**src/rtl/ljpf_pkg.sv**
```systemverilog
// ----------------------------------------------------------------------------
// ljpf_pkg
// Shared types, constants and helpers for the Lennard-Jones pair force core.
// ----------------------------------------------------------------------------
package ljpf_pkg;

    localparam int FORCE_WIDTH    = 48;
    localparam int ATOM_COUNT_DEF = 1024;

    localparam int LIMB_W    = 32;
    localparam int MAC_A_W   = 224;   // seven limbs of multiplicand
    localparam int MAC_B_W   = 64;    // two limbs of multiplier
    localparam int MAC_P_W   = 256;   // product accumulator
    localparam int DIV_HI_W  = 90;
    localparam int DIV_W     = 64;

    localparam int CFG_IDX_W  = 2;
    localparam int CFG_DATA_W = 24;

    localparam logic [CFG_IDX_W-1:0] CFG_SIGMA   = 2'd0;
    localparam logic [CFG_IDX_W-1:0] CFG_EPSILON = 2'd1;

    localparam logic [19:0] SIGMA_RST   = 20'd317000;
    localparam logic [23:0] EPSILON_RST = 24'd657000;

    // 24 * 1e-27 J / 1e-15 m expressed in 1e-21 N units, times 1e9 scaling.
    localparam logic [MAC_B_W-1:0] K_SCALE = 64'd24000000000;

    localparam logic signed [FORCE_WIDTH-1:0] F_MAX = {1'b0, {(FORCE_WIDTH-1){1'b1}}};
    localparam logic signed [FORCE_WIDTH-1:0] F_MIN = {1'b1, {(FORCE_WIDTH-1){1'b0}}};

    typedef struct packed {
        logic               func;
        logic [9:0]         first_index;
        logic [9:0]         second_index;
        logic signed [31:0] first_px;
        logic signed [31:0] first_py;
        logic signed [31:0] first_pz;
        logic signed [31:0] second_px;
        logic signed [31:0] second_py;
        logic signed [31:0] second_pz;
        logic               bank;
    } ljpf_in_t;

    typedef struct packed {
        logic signed [FORCE_WIDTH-1:0] pair_fx;
        logic signed [FORCE_WIDTH-1:0] pair_fy;
        logic signed [FORCE_WIDTH-1:0] pair_fz;
        logic signed [FORCE_WIDTH-1:0] sum_first_x;
        logic signed [FORCE_WIDTH-1:0] sum_first_y;
        logic signed [FORCE_WIDTH-1:0] sum_first_z;
        logic signed [FORCE_WIDTH-1:0] sum_second_x;
        logic signed [FORCE_WIDTH-1:0] sum_second_y;
        logic signed [FORCE_WIDTH-1:0] sum_second_z;
        logic                          zero_distance;
    } ljpf_out_t;

    typedef struct packed {
        logic signed [FORCE_WIDTH-1:0] x;
        logic signed [FORCE_WIDTH-1:0] y;
        logic signed [FORCE_WIDTH-1:0] z;
    } sum3_t;

    typedef struct packed {
        logic               done;
        logic [MAC_P_W-1:0] prod;
    } mac_res_t;

    typedef struct packed {
        logic             done;
        logic             ovf;
        logic [DIV_W-1:0] quot;
    } div_res_t;

    // Add with clamping to the signed force range.
    function automatic logic signed [FORCE_WIDTH-1:0] sat_add(
        input logic signed [FORCE_WIDTH-1:0] a,
        input logic signed [FORCE_WIDTH-1:0] b
    );
        logic signed [FORCE_WIDTH:0] s;
        s = {a[FORCE_WIDTH-1], a} + {b[FORCE_WIDTH-1], b};
        if (s[FORCE_WIDTH] != s[FORCE_WIDTH-1]) begin
            return s[FORCE_WIDTH] ? F_MIN : F_MAX;
        end
        return s[FORCE_WIDTH-1:0];
    endfunction

endpackage

```
**src/rtl/ljpf_div.sv**
```systemverilog
// ----------------------------------------------------------------------------
// ljpf_div
// Restoring divider, one quotient bit per cycle, with an up-front overflow
// check for quotients of 2^64 or more.
// ----------------------------------------------------------------------------
module ljpf_div import ljpf_pkg::*; (
    input  logic                aclk,
    input  logic                aresetn,
    input  logic                start,
    input  logic [DIV_HI_W-1:0] hi,
    input  logic [DIV_W-1:0]    lo,
    input  logic [DIV_W-1:0]    divisor,
    output div_res_t            res
);

    logic             busy_reg;
    logic             done_reg;
    logic             ovf_reg;
    logic [6:0]       cnt_reg;
    logic [DIV_W-1:0] rem_reg;
    logic [DIV_W-1:0] lo_reg;
    logic [DIV_W-1:0] dvs_reg;
    logic [DIV_W-1:0] quot_reg;
    logic [DIV_W:0]   rem_sh;
    logic             ge;

    assign rem_sh = {rem_reg, lo_reg[DIV_W-1]};
    assign ge     = rem_sh >= {1'b0, dvs_reg};

    always_ff @(posedge aclk) begin
        if (!aresetn) begin
            busy_reg <= 1'b0;
            done_reg <= 1'b0;
        end else begin
            done_reg <= 1'b0;
            if (start) begin
                dvs_reg <= divisor;
                lo_reg  <= lo;
                rem_reg <= hi[DIV_W-1:0];
                cnt_reg <= 7'd64;
                if (hi >= {{(DIV_HI_W-DIV_W){1'b0}}, divisor}) begin
                    ovf_reg  <= 1'b1;
                    done_reg <= 1'b1;
                end else begin
                    ovf_reg  <= 1'b0;
                    busy_reg <= 1'b1;
                end
            end else if (busy_reg) begin
                rem_reg  <= ge ? DIV_W'(rem_sh - {1'b0, dvs_reg}) : rem_sh[DIV_W-1:0];
                quot_reg <= {quot_reg[DIV_W-2:0], ge};
                lo_reg   <= {lo_reg[DIV_W-2:0], 1'b0};
                cnt_reg  <= cnt_reg - 7'd1;
                if (cnt_reg == 7'd1) begin
                    busy_reg <= 1'b0;
                    done_reg <= 1'b1;
                end
            end
        end
    end

    assign res.done = done_reg;
    assign res.ovf  = ovf_reg;
    assign res.quot = quot_reg;

    // An overflowing divide finishes without stepping.
    a_ovf_nobusy: assert property (@(posedge aclk) disable iff (!aresetn)
        (done_reg && ovf_reg) |-> !busy_reg)
        else $error("divider busy after overflow");
    a_done_ends: assert property (@(posedge aclk) disable iff (!aresetn)
        (busy_reg && cnt_reg == 7'd1 && !start) |=> (done_reg && !busy_reg))
        else $error("divider did not finish on its last step");
    a_done_pulse: assert property (@(posedge aclk) disable iff (!aresetn)
        (done_reg && !$past(start)) |-> $past(busy_reg))
        else $error("divider done without work");

endmodule

```
**config.mk**
```make
export PLATFORM = sky130hd
export DESIGN_NAME = ljpf_div
export DESIGN_NICKNAME = d
export VERILOG_FILES = /design/src/rtl/ljpf_pkg.sv /design/src/rtl/ljpf_div.sv
export SDC_FILE = /design/constraint.sdc
export NUM_CORES = 1
export LEC_CHECK = 0
export ABC_AREA = 0
export BUFFER_PORTS_ARGS = -buffer_cell sky130_fd_sc_hd__buf_4
export CAP_MARGIN = 20
export CORE_ASPECT_RATIO = 1.75
export CORE_UTILIZATION = 47
export DETAILED_ROUTE_END_ITERATION = 16
export GPL_ROUTABILITY_DRIVEN = 0
export GPL_TIMING_DRIVEN = 0
export PLACE_DENSITY = 0.7
export SLEW_MARGIN = 0
export SYNTH_ARGS = -nofsm -noshare
export SYNTH_HDL_FRONTEND = slang
export SYNTH_SLANG_ARGS = --single-unit
export TNS_END_PERCENT = 50
```
**constraint.sdc**
```tcl
create_clock -name aclk -period 11.3 [get_ports aclk]
set_input_delay 0.565 -clock aclk [delete_from_list [all_inputs] [get_ports aclk]]
set_output_delay 0.565 -clock aclk [all_outputs]
set_load 0.03 [all_outputs]
```
==> reports/qor.yml <==
global_route:
  grt_max_degree: 65
  met1_usage: 0.268
  grt_overflow: 0
  busiest_layer: "met2"
  antenna_found_initial: 1
  use_met3: 0.0450
  grt_pass1_vias: 13509
  use_met2: 0.481
  track_usage: 0.262
  grt_pass1_wl_um: 71400
outcome:
  status: "complete, no violations"
synthesis:
  synth_edf_count: 264
  async_flop_share: 0
  yosysTopAreaCellShare: 0.484
  ys_seq_elements: 266
  ys.warnings.count: 0
  synth_fp_nets: 1844
  synth_area_um2: 16400
  syn_avg_cell_area_um2: 11.0
  synthTopCellsByArea: "edfxtp_1, ha_1, mux2_2"
  synth_ff_type: "edfxtp_1"
  yosys.area.top_type: "edfxtp_1"
  seq_area_frac_synth: 0.486
  synth_cell_types: 90
  syn_inst: 1492
final_layout:
  antenna_cells: 0
  layoutNonFillerInstCount: 2291
  layout.cells.most_common: "buf_4"
  area_growth_pct: 22.9
  final_nets: 2162
  utilization: 0.584
  layout-drive-gt1-share: 0.269
  layout_common_cells: "buf_4, edfxtp_1, inv_1"
clocking:
  numCtsBuffers: 27
  post_cts_resized: 0
  cts_sinks: 266
  htreeDepth: 1
  cts_hold_buffers: 0
  cts_setup_buffers: 0
  clk_pin_slew_ns: 0.07
  clkLatencyLatePin_ns: 0.57
  cts_tree: "built"
  cts_root_buf: "clkbuf_16"
  clk_path_buf_depth: 3
drt:
  viasPerCell: 5.69
  firstDrtPassIters: 5
  vias: 13032
  drcViolationCount: 0
  wirelength_um: 46400
  drt_iter0_drc: 751
  routedWlPerCell_um: 20.3
  ant_nets: 0
die:
  die_area_um2: 35700
  fp.dieH_um: 249
  core_um2: 34500
  io_pins: 287
  die_x_um: 143
  initial_core_util: 0.476
  placementRows: 90
sta:
  hold_viol: 0
  maxSlewViolCount: 0
  clock.fmax_mhz: 235
  setup_viol: 0
  tightest_slew_ns: 0.986
  whs_ns: 0.178
  setup-tns-final_ns: 0
  fin_crit_sh: 0.377
  maxSlewHeadroom: 0.343
  grt_setup_unrepaired: "no"
  clock_skew_ns: 0.0182
  period_needed_ns: 4.26
power:
  p_sw_uw: 793
  clkPwrFrac: 0.344
  power_density_nw_per_um2: 137
  p_leak_nw: 8.55
  power_frac_seq: 0.423
  p_sw_frac: 0.288
  peakVddDrop_mv: 0.127
  comb_power_share: 0.233
  intPower_mw: 1.96
setup_path:
  ff2ff_setup_slack_ns: 7.04
  worstPathMaxFanout: 4
  r2r.worst_path.cells: 14
  worstPathArrival_ns: 4.57
  required_ns: 11.61
  reg2reg_to: "rem_reg[58]"
  startpoint: "lo_reg[63]"
  start_kind: "flop"
  cp-end-kind: "flop"
  path_class: "flop to flop"
  reg2reg_from: "lo_reg[63]"
  endpoint: "rem_reg[58]"
hold_path:
  min_path_type: "input port to flop"
place:
  placed_cells: 2241
  dp_hpwl_um: 36000
  portBuffers: 285
run:
  maxCapViolCount: 0
-- power groups by stage --
stage / combinational, mW / sequential (mW) / clock, mW
2_1_floorplan: 0.424 / 1.18 / 0
3_3_place_gp: 0.617 / 1.19 / 0
3_5_place_dp: 0.632 / 1.18 / 0
4_1_cts: 0.636 / 1.16 / 0.962
5_1_grt: 0.700 / 1.17 / 0.999
6_report: 0.642 / 1.16 / 0.946
-- layout make-up --
cell class                 count  area, um^2
buffer                        65         363
clock buffer                  35         736
clock inverter                15         181
fill                        3024       14300
inverter                     165         627
multi-input combinational    996        7440
sequential                   266        7970
tap                          460         576
timing repair buffer         289        2240
-- layer usage --
| metal | wire length [um] | vias up |
|---|---|---|
| li1 | - | 6123 |
| met5 | 15 | - |
| met4 | 3190 | 2 |
| met1 | 16200 | 6212 |
| met2 | 24100 | 521 |
| met3 | 2930 | 174 |
-- critical path, stage by stage (launching register included) --
cell and delay [ns]:
edfxtp_1 0.40, inv_1 0.08, ha_1 0.16, inv_1 0.05, fa_1 0.44, a211oi_1 0.34, o21ai_0 0.19, and3_1 0.21
a211oi_2 0.47, a31oi_1 0.36, a211o_1 0.43, a31oi_1 0.37, xor2_1 0.18, a21oi_1 0.09, mux2_2 0.26
-- stage by stage --
step / cell area, um^2 / power, mW / setup WS [ns]
floorplan: 16400 / 1.60 / 6.35
global placement: 19100 / 1.80 / 3.76
detailed placement: 19200 / 1.81 / 7.17
CTS: 20100 / 2.76 / 7.16
global route: 20100 / 2.87 / 6.90
finish: 20100 / 2.75 / 7.04
-- Yosys cell counts (8+ instances only) --
master / number
buf_4: 8
o21ai_0: 49
xor2_1: 20
nand4_1: 37
nor4_1: 15
a211oi_1: 19
nor2b_1: 11
xnor2_1: 35
inv_1: 164
o21bai_1: 20
nand2_1: 84
nand3_1: 16
clkbuf_1: 32
a21oi_1: 129
nor2_1: 83
a31oi_1: 9
o21ai_1: 12
nand2b_1: 10
nor3_1: 31
a221o_1: 8
edfxtp_1: 264
ha_1: 130
mux2_2: 95
a21o_1: 69
-- worst min-delay path by stage --
stage | to | slack (ns) | start | cells after the start
floorplan | busy_reg | 0.46 | busy_reg | 2
global placement | quot_reg[2] | 0.43 | quot_reg[1] | 0
detailed placement | quot_reg[23] | 0.43 | quot_reg[22] | 0
CTS | dvs_reg[18] | 0.16 | divisor[18] | 1
global route | dvs_reg[55] | 0.17 | divisor[55] | 1
finish | dvs_reg[28] | 0.18 | divisor[28] | 1
-- logic make-up (layout without fill, tap and decap cells) --
family | Yosys count | count (layout) | share of synthesized area
and+or+nand+nor | 340 | 340 | 0.106
adders and majority gates | 131 | 131 | 0.100
muxes | 98 | 98 | 0.0671
AOI/OAI and AO/OA | 372 | 372 | 0.150
xor gates and xnor gates | 55 | 55 | 0.0294
DFF | 266 | 266 | 0.486
buffers and inverters | 230 | 569 | 0.0602
(Power assumes the default switching activity.)
