===== src/rtl/ljpf_pkg.sv =====
// ----------------------------------------------------------------------------
// ljpf_pkg
// Shared types, constants and helpers for the Lennard-Jones pair force core.
// ----------------------------------------------------------------------------
package ljpf_pkg;

    localparam int FORCE_WIDTH    = 48;
    localparam int ATOM_COUNT_DEF = 1024;

    localparam int LIMB_W    = 32;
    localparam int MAC_A_W   = 224;   // seven limbs of multiplicand
    localparam int MAC_B_W   = 64;    // two limbs of multiplier
    localparam int MAC_P_W   = 256;   // product accumulator
    localparam int DIV_HI_W  = 90;
    localparam int DIV_W     = 64;

    localparam int CFG_IDX_W  = 2;
    localparam int CFG_DATA_W = 24;

    localparam logic [CFG_IDX_W-1:0] CFG_SIGMA   = 2'd0;
    localparam logic [CFG_IDX_W-1:0] CFG_EPSILON = 2'd1;

    localparam logic [19:0] SIGMA_RST   = 20'd317000;
    localparam logic [23:0] EPSILON_RST = 24'd657000;

    // 24 * 1e-27 J / 1e-15 m expressed in 1e-21 N units, times 1e9 scaling.
    localparam logic [MAC_B_W-1:0] K_SCALE = 64'd24000000000;

    localparam logic signed [FORCE_WIDTH-1:0] F_MAX = {1'b0, {(FORCE_WIDTH-1){1'b1}}};
    localparam logic signed [FORCE_WIDTH-1:0] F_MIN = {1'b1, {(FORCE_WIDTH-1){1'b0}}};

    typedef struct packed {
        logic               func;
        logic [9:0]         first_index;
        logic [9:0]         second_index;
        logic signed [31:0] first_px;
        logic signed [31:0] first_py;
        logic signed [31:0] first_pz;
        logic signed [31:0] second_px;
        logic signed [31:0] second_py;
        logic signed [31:0] second_pz;
        logic               bank;
    } ljpf_in_t;

    typedef struct packed {
        logic signed [FORCE_WIDTH-1:0] pair_fx;
        logic signed [FORCE_WIDTH-1:0] pair_fy;
        logic signed [FORCE_WIDTH-1:0] pair_fz;
        logic signed [FORCE_WIDTH-1:0] sum_first_x;
        logic signed [FORCE_WIDTH-1:0] sum_first_y;
        logic signed [FORCE_WIDTH-1:0] sum_first_z;
        logic signed [FORCE_WIDTH-1:0] sum_second_x;
        logic signed [FORCE_WIDTH-1:0] sum_second_y;
        logic signed [FORCE_WIDTH-1:0] sum_second_z;
        logic                          zero_distance;
    } ljpf_out_t;

    typedef struct packed {
        logic signed [FORCE_WIDTH-1:0] x;
        logic signed [FORCE_WIDTH-1:0] y;
        logic signed [FORCE_WIDTH-1:0] z;
    } sum3_t;

    typedef struct packed {
        logic               done;
        logic [MAC_P_W-1:0] prod;
    } mac_res_t;

    typedef struct packed {
        logic             done;
        logic             ovf;
        logic [DIV_W-1:0] quot;
    } div_res_t;

    // Add with clamping to the signed force range.
    function automatic logic signed [FORCE_WIDTH-1:0] sat_add(
        input logic signed [FORCE_WIDTH-1:0] a,
        input logic signed [FORCE_WIDTH-1:0] b
    );
        logic signed [FORCE_WIDTH:0] s;
        s = {a[FORCE_WIDTH-1], a} + {b[FORCE_WIDTH-1], b};
        if (s[FORCE_WIDTH] != s[FORCE_WIDTH-1]) begin
            return s[FORCE_WIDTH] ? F_MIN : F_MAX;
        end
        return s[FORCE_WIDTH-1:0];
    endfunction

endpackage


===== src/rtl/ljpf_mac.sv =====
// ----------------------------------------------------------------------------
// ljpf_mac
// Shared multiplier: one 32x32 limb product per cycle, accumulated into a
// wide product register.
// ----------------------------------------------------------------------------
module ljpf_mac import ljpf_pkg::*; (
    input  logic               aclk,
    input  logic               aresetn,
    input  logic               start,
    input  logic [MAC_A_W-1:0] op_a,
    input  logic [MAC_B_W-1:0] op_b,
    input  logic [2:0]         a_limbs,
    output mac_res_t           res
);

    logic [MAC_A_W-1:0] a_reg;
    logic [MAC_B_W-1:0] b_reg;
    logic [2:0]         last_reg;
    logic [2:0]         i_reg;
    logic               j_reg;
    logic               issue_reg;
    logic               pend_reg;
    logic               done_reg;
    logic [63:0]        p_reg;
    logic [2:0]         sh_reg;
    logic [MAC_P_W-1:0] acc_reg;
    logic [MAC_P_W-1:0] addend;

    assign addend = {{(MAC_P_W-64){1'b0}}, p_reg} << {sh_reg, 5'b0};

    always_ff @(posedge aclk) begin
        if (!aresetn) begin
            issue_reg <= 1'b0;
            pend_reg  <= 1'b0;
            done_reg  <= 1'b0;
        end else begin
            pend_reg <= issue_reg;
            done_reg <= pend_reg && !issue_reg;
            if (start) begin
                a_reg     <= op_a;
                b_reg     <= op_b;
                last_reg  <= a_limbs - 3'd1;
                i_reg     <= 3'd0;
                j_reg     <= 1'b0;
                issue_reg <= 1'b1;
                acc_reg   <= '0;
            end else begin
                if (issue_reg) begin
                    p_reg  <= a_reg[i_reg*LIMB_W +: LIMB_W] * b_reg[j_reg*LIMB_W +: LIMB_W];
                    sh_reg <= i_reg + {2'b0, j_reg};
                    j_reg  <= ~j_reg;
                    if (j_reg) begin
                        i_reg <= i_reg + 3'd1;
                        if (i_reg == last_reg) begin
                            issue_reg <= 1'b0;
                        end
                    end
                end
                if (pend_reg) begin
                    acc_reg <= acc_reg + addend;
                end
            end
        end
    end

    assign res.done = done_reg;
    assign res.prod = acc_reg;

endmodule


===== config.mk =====
export PLATFORM = sky130hd
export DESIGN_NAME = ljpf_mac
export DESIGN_NICKNAME = d
export VERILOG_FILES = /design/src/rtl/ljpf_pkg.sv /design/src/rtl/ljpf_mac.sv
export SDC_FILE = /design/constraint.sdc
export NUM_CORES = 2
export LEC_CHECK = 0
export ABC_AREA = 1
export BUFFER_PORTS_ARGS = -buffer_cell sky130_fd_sc_hd__clkbuf_2
export CAP_MARGIN = 20
export CORE_MARGIN = 3
export CORE_UTILIZATION = 40
export CTS_BUF_LIST = sky130_fd_sc_hd__clkbuf_4 sky130_fd_sc_hd__clkbuf_8
export DETAILED_ROUTE_END_ITERATION = 10
export GPL_TIMING_DRIVEN = 0
export PLACE_DENSITY = 0.54
export SKIP_CTS_REPAIR_TIMING = 1
export SYNTH_ARGS = -nofsm -noshare
export SYNTH_HDL_FRONTEND = slang
export SYNTH_SLANG_ARGS = --single-unit

===== constraint.sdc =====
create_clock -name aclk -period 27.9 [get_ports aclk]
set_input_delay 1.395 -clock aclk [delete_from_list [all_inputs] [get_ports aclk]]
set_output_delay 1.395 -clock aclk [all_outputs]
set_load 0.02 [all_outputs]

==> impl_summary.log <==
INFO  metric cts_tree = yes
INFO  metric largest_register_ff_count = 256
INFO  metric timing.max_cap.violations = 0
INFO  metric cts.sink_count = 621
INFO  metric yosys_warnings = 0
INFO  metric number_of_slew_limit_violations_in_the_final_report = 0
INFO  metric wirelength_met1 = 188200 um
INFO  metric post_drt_wl_per_cell = 29.24 um
INFO  metric number_of_cells_produced_by_synthesis = 13306
INFO  metric period_share = 38.44%
INFO  metric setup.worst_path.start_class = flop
INFO  metric grt_usage = 42.98%
INFO  metric run_status = finished, violations left
INFO  metric post_synth_edffs = 618
INFO  metric critical_path_sink_type = flop
INFO  metric die_area = 229500 sq um
INFO  metric fp.dieW = 479.1 um
INFO  metric detail_route.drc_violations = 1
INFO  metric io_pins = 551
INFO  metric post_detailed_placement_half_perimeter_wirelength = 435800 um
INFO  metric worst_path_dominant_cell_family = adder cells
INFO  metric required = 28610 ps
INFO  metric viasPerCell = 5.243
INFO  metric critical-path-max-stage-delay = 820 ps
INFO  metric ys_top_cells_by_count = sky130_fd_sc_hd__nand2_1, sky130_fd_sc_hd__inv_1, sky130_fd_sc_hd__nor2_1
INFO  metric route.final.wire_length = 502100 um
INFO  metric clock_tree.root_cell = sky130_fd_sc_hd__clkbuf_8
INFO  metric path_class = reg -> reg
INFO  metric ys_ff_latch = 621
INFO  metric fin_util = 45.16%
INFO  metric drt_first_pass_iters = 11
INFO  metric placement_rows = 173
INFO  metric dieHeight = 479.1 um
INFO  metric worst_path_bufs_invs = 10
INFO  metric critical_path.most_common_cell = sky130_fd_sc_hd__fa_1
INFO  metric setup_violations = 0
INFO  metric yosysUniqueCellTypes = 48
INFO  metric met3_wirelength = 43170 um
INFO  metric rsz_0062_raised_after_global_routing = no
INFO  metric initialDrtViolationCount = 9821
INFO  metric relSlewSlack = 14.46%
INFO  metric initial_core_util = 40.24%
INFO  metric worst-endpoint-arrival = 11430 ps
INFO  metric cts_inserted_buffers = 130
INFO  metric hold_viol_final = 0
INFO  metric clock_tree.buffer_depth = 3
INFO  metric largest_net_degree_at_the_start_of_global_routing = 130
INFO  metric critical_path_peak_fanout = 10
INFO  metric met2_length = 219700 um
INFO  metric tightestPinTransition = 1283 ps
INFO  metric finish.instance_area = 100500 sq um
INFO  metric clkSlewWorstSetupHoldPaths = 60 ps
INFO  metric core-area = 222500 sq um
INFO  metric buffer_ports.inserted = 549
INFO  metric drt.antenna.violating_nets = 0
INFO  metric share_of_final_layout_standard_cells_stronger_than_drive_strength_1 = 9.643%
INFO  metric area_growth = 12.24%
INFO  metric globalRouteOverflowTotal = 0
INFO  metric synth-main-ff-cell = sky130_fd_sc_hd__edfxtp_1
INFO  metric worst_skew_pair.late_latency = 1000 ps
INFO  metric synthTopCellsByArea = sky130_fd_sc_hd__edfxtp_1, sky130_fd_sc_hd__fa_1, sky130_fd_sc_hd__nand2_1
INFO  metric async_flop_share = 0%
INFO  metric failing_checks = design-rule violations
INFO  metric min_path_type = reg -> reg
INFO  metric n_fill_cell = 24573
INFO  metric maxClockFrequency = 0.09325 GHz
INFO  metric syn_avg_cell_area = 6.729 sq um
INFO  metric critical-path-slowest-cell = sky130_fd_sc_hd__o21ai_0
INFO  metric antenna_found_initial = 42
INFO  metric via_count = 90034
INFO  metric gpl.final_weighted_congestion = 1.094
INFO  metric cts_htree_levels = 4
INFO  metric netlist.top_cell.by_area = sky130_fd_sc_hd__edfxtp_1
INFO  metric placement.cell_area = 97630 sq um
INFO  metric yosysTopAreaCellShare = 20.73%
INFO  metric dr.max_layer_used = met5
INFO  metric net_count_of_the_finished_layout = 15767
INFO  metric grt_pass1_vias = 87143
INFO  metric clock-skew-final = 94.77 ps
INFO  metric synth.most_common_cell = sky130_fd_sc_hd__nand2_1
INFO  metric post_synth_instance_area = 89530 sq um
INFO  metric grt_pass1_wl = 676300 um
INFO  metric fin_crit = 10720 ps
INFO  metric postSynthNetCount = 15019
INFO  metric ys_seq_area_share = 20.79%
INFO  metric sum_of_negative_setup_slack = 0 ps
-- path summary, 6_finish.rpt --
kind,from,endpoint,slack [ps],cells past startpoint
worst max register to register,i_reg[1],p_reg[49],17180,30
worst min-delay path,issue_reg,done_reg,430,1
worst min register to register,issue_reg,done_reg,430,1
worst max-delay path,i_reg[1],p_reg[49],17180,30
-- layer usage --
layer	up-vias	global-route usage [%]
met5	-	0
met4	18	36.44
met2	4715	66.63
li1	41154	-
met3	1274	8.285
met1	42873	51.49
-- per-stage QoR --
stage          worst slack (ps)  cells  hold slack (ps)
3_3_place_gp               1221  16830            419.6
3_5_place_dp              17650  16894            424.7
2_1_floorplan             12570  13306            398.0
5_1_grt                   16950  17151            433.4
6_report                  17180  17172            434.2
4_1_cts                   17630  17128            432.2
-- cells by family (layout without fill, tap and decap cells) --
group / count (synthesis) / in the layout / synth area share, %
and+or+nand+nor: 6654 / 6654 / 29.78
xor gates and xnor gates: 59 / 59 / 0.5772
buffers and inverters: 3519 / 4369 / 14.91
other: 0 / 41 / 0
adders and majority gates: 1419 / 1419 / 27.35
muxes: 31 / 31 / 0.3466
AOI/OAI and AO/OA: 1003 / 1003 / 6.240
DFF: 621 / 621 / 20.79
-- layout by cell type (no fill, tap or decap), types with 33 or more instances in the layout --
master and n:
sky130_fd_sc_hd__a21oi_1 460, sky130_fd_sc_hd__a31oi_1 51, sky130_fd_sc_hd__buf_2 88, sky130_fd_sc_hd__clkbuf_1 168, sky130_fd_sc_hd__clkbuf_2 549, sky130_fd_sc_hd__clkbuf_4 35, sky130_fd_sc_hd__clkbuf_8 133, sky130_fd_sc_hd__clkinv_1 47
sky130_fd_sc_hd__diode_2 41, sky130_fd_sc_hd__edfxtp_1 618, sky130_fd_sc_hd__fa_1 897, sky130_fd_sc_hd__ha_1 522, sky130_fd_sc_hd__inv_1 3141, sky130_fd_sc_hd__inv_2 90, sky130_fd_sc_hd__nand2_1 4175, sky130_fd_sc_hd__nand2_2 60
sky130_fd_sc_hd__nand3_1 228, sky130_fd_sc_hd__nand3_2 34, sky130_fd_sc_hd__nand4_1 35, sky130_fd_sc_hd__nor2_1 1814, sky130_fd_sc_hd__nor2_2 141, sky130_fd_sc_hd__nor3_1 46, sky130_fd_sc_hd__o211ai_1 38, sky130_fd_sc_hd__o21ai_0 274
sky130_fd_sc_hd__o22ai_1 33, sky130_fd_sc_hd__xor2_1 46
-- cell type report --
type	instances	area, sq um	share of cell area [%]
Multi-Input combinational cell	9166	57940	57.66
Sequential cell	621	18620	18.53
Inverter	3245	12190	12.13
Timing Repair Buffer	616	4040	4.020
Tap cell	2975	3722	3.704
Clock buffer	168	2093	2.083
Buffer	274	1171	1.165
Clock inverter	66	611.8	0.6089
Antenna cell	41	102.6	0.1021
-- worst register-to-register path, delay by kind of cell (launching register included) --
kind / cells / cell delay [ps]
buf+inv: 10 / 2110
compound gates: 5 / 1770
fa+ha+maj: 9 / 4480
xor+xnor: 1 / 320
flops: 1 / 580
simple gates: 5 / 1230
Power is left out: the tool's default activity adds up to more than one toggle a clock period on the data nets, which glitch-free logic cannot reach.
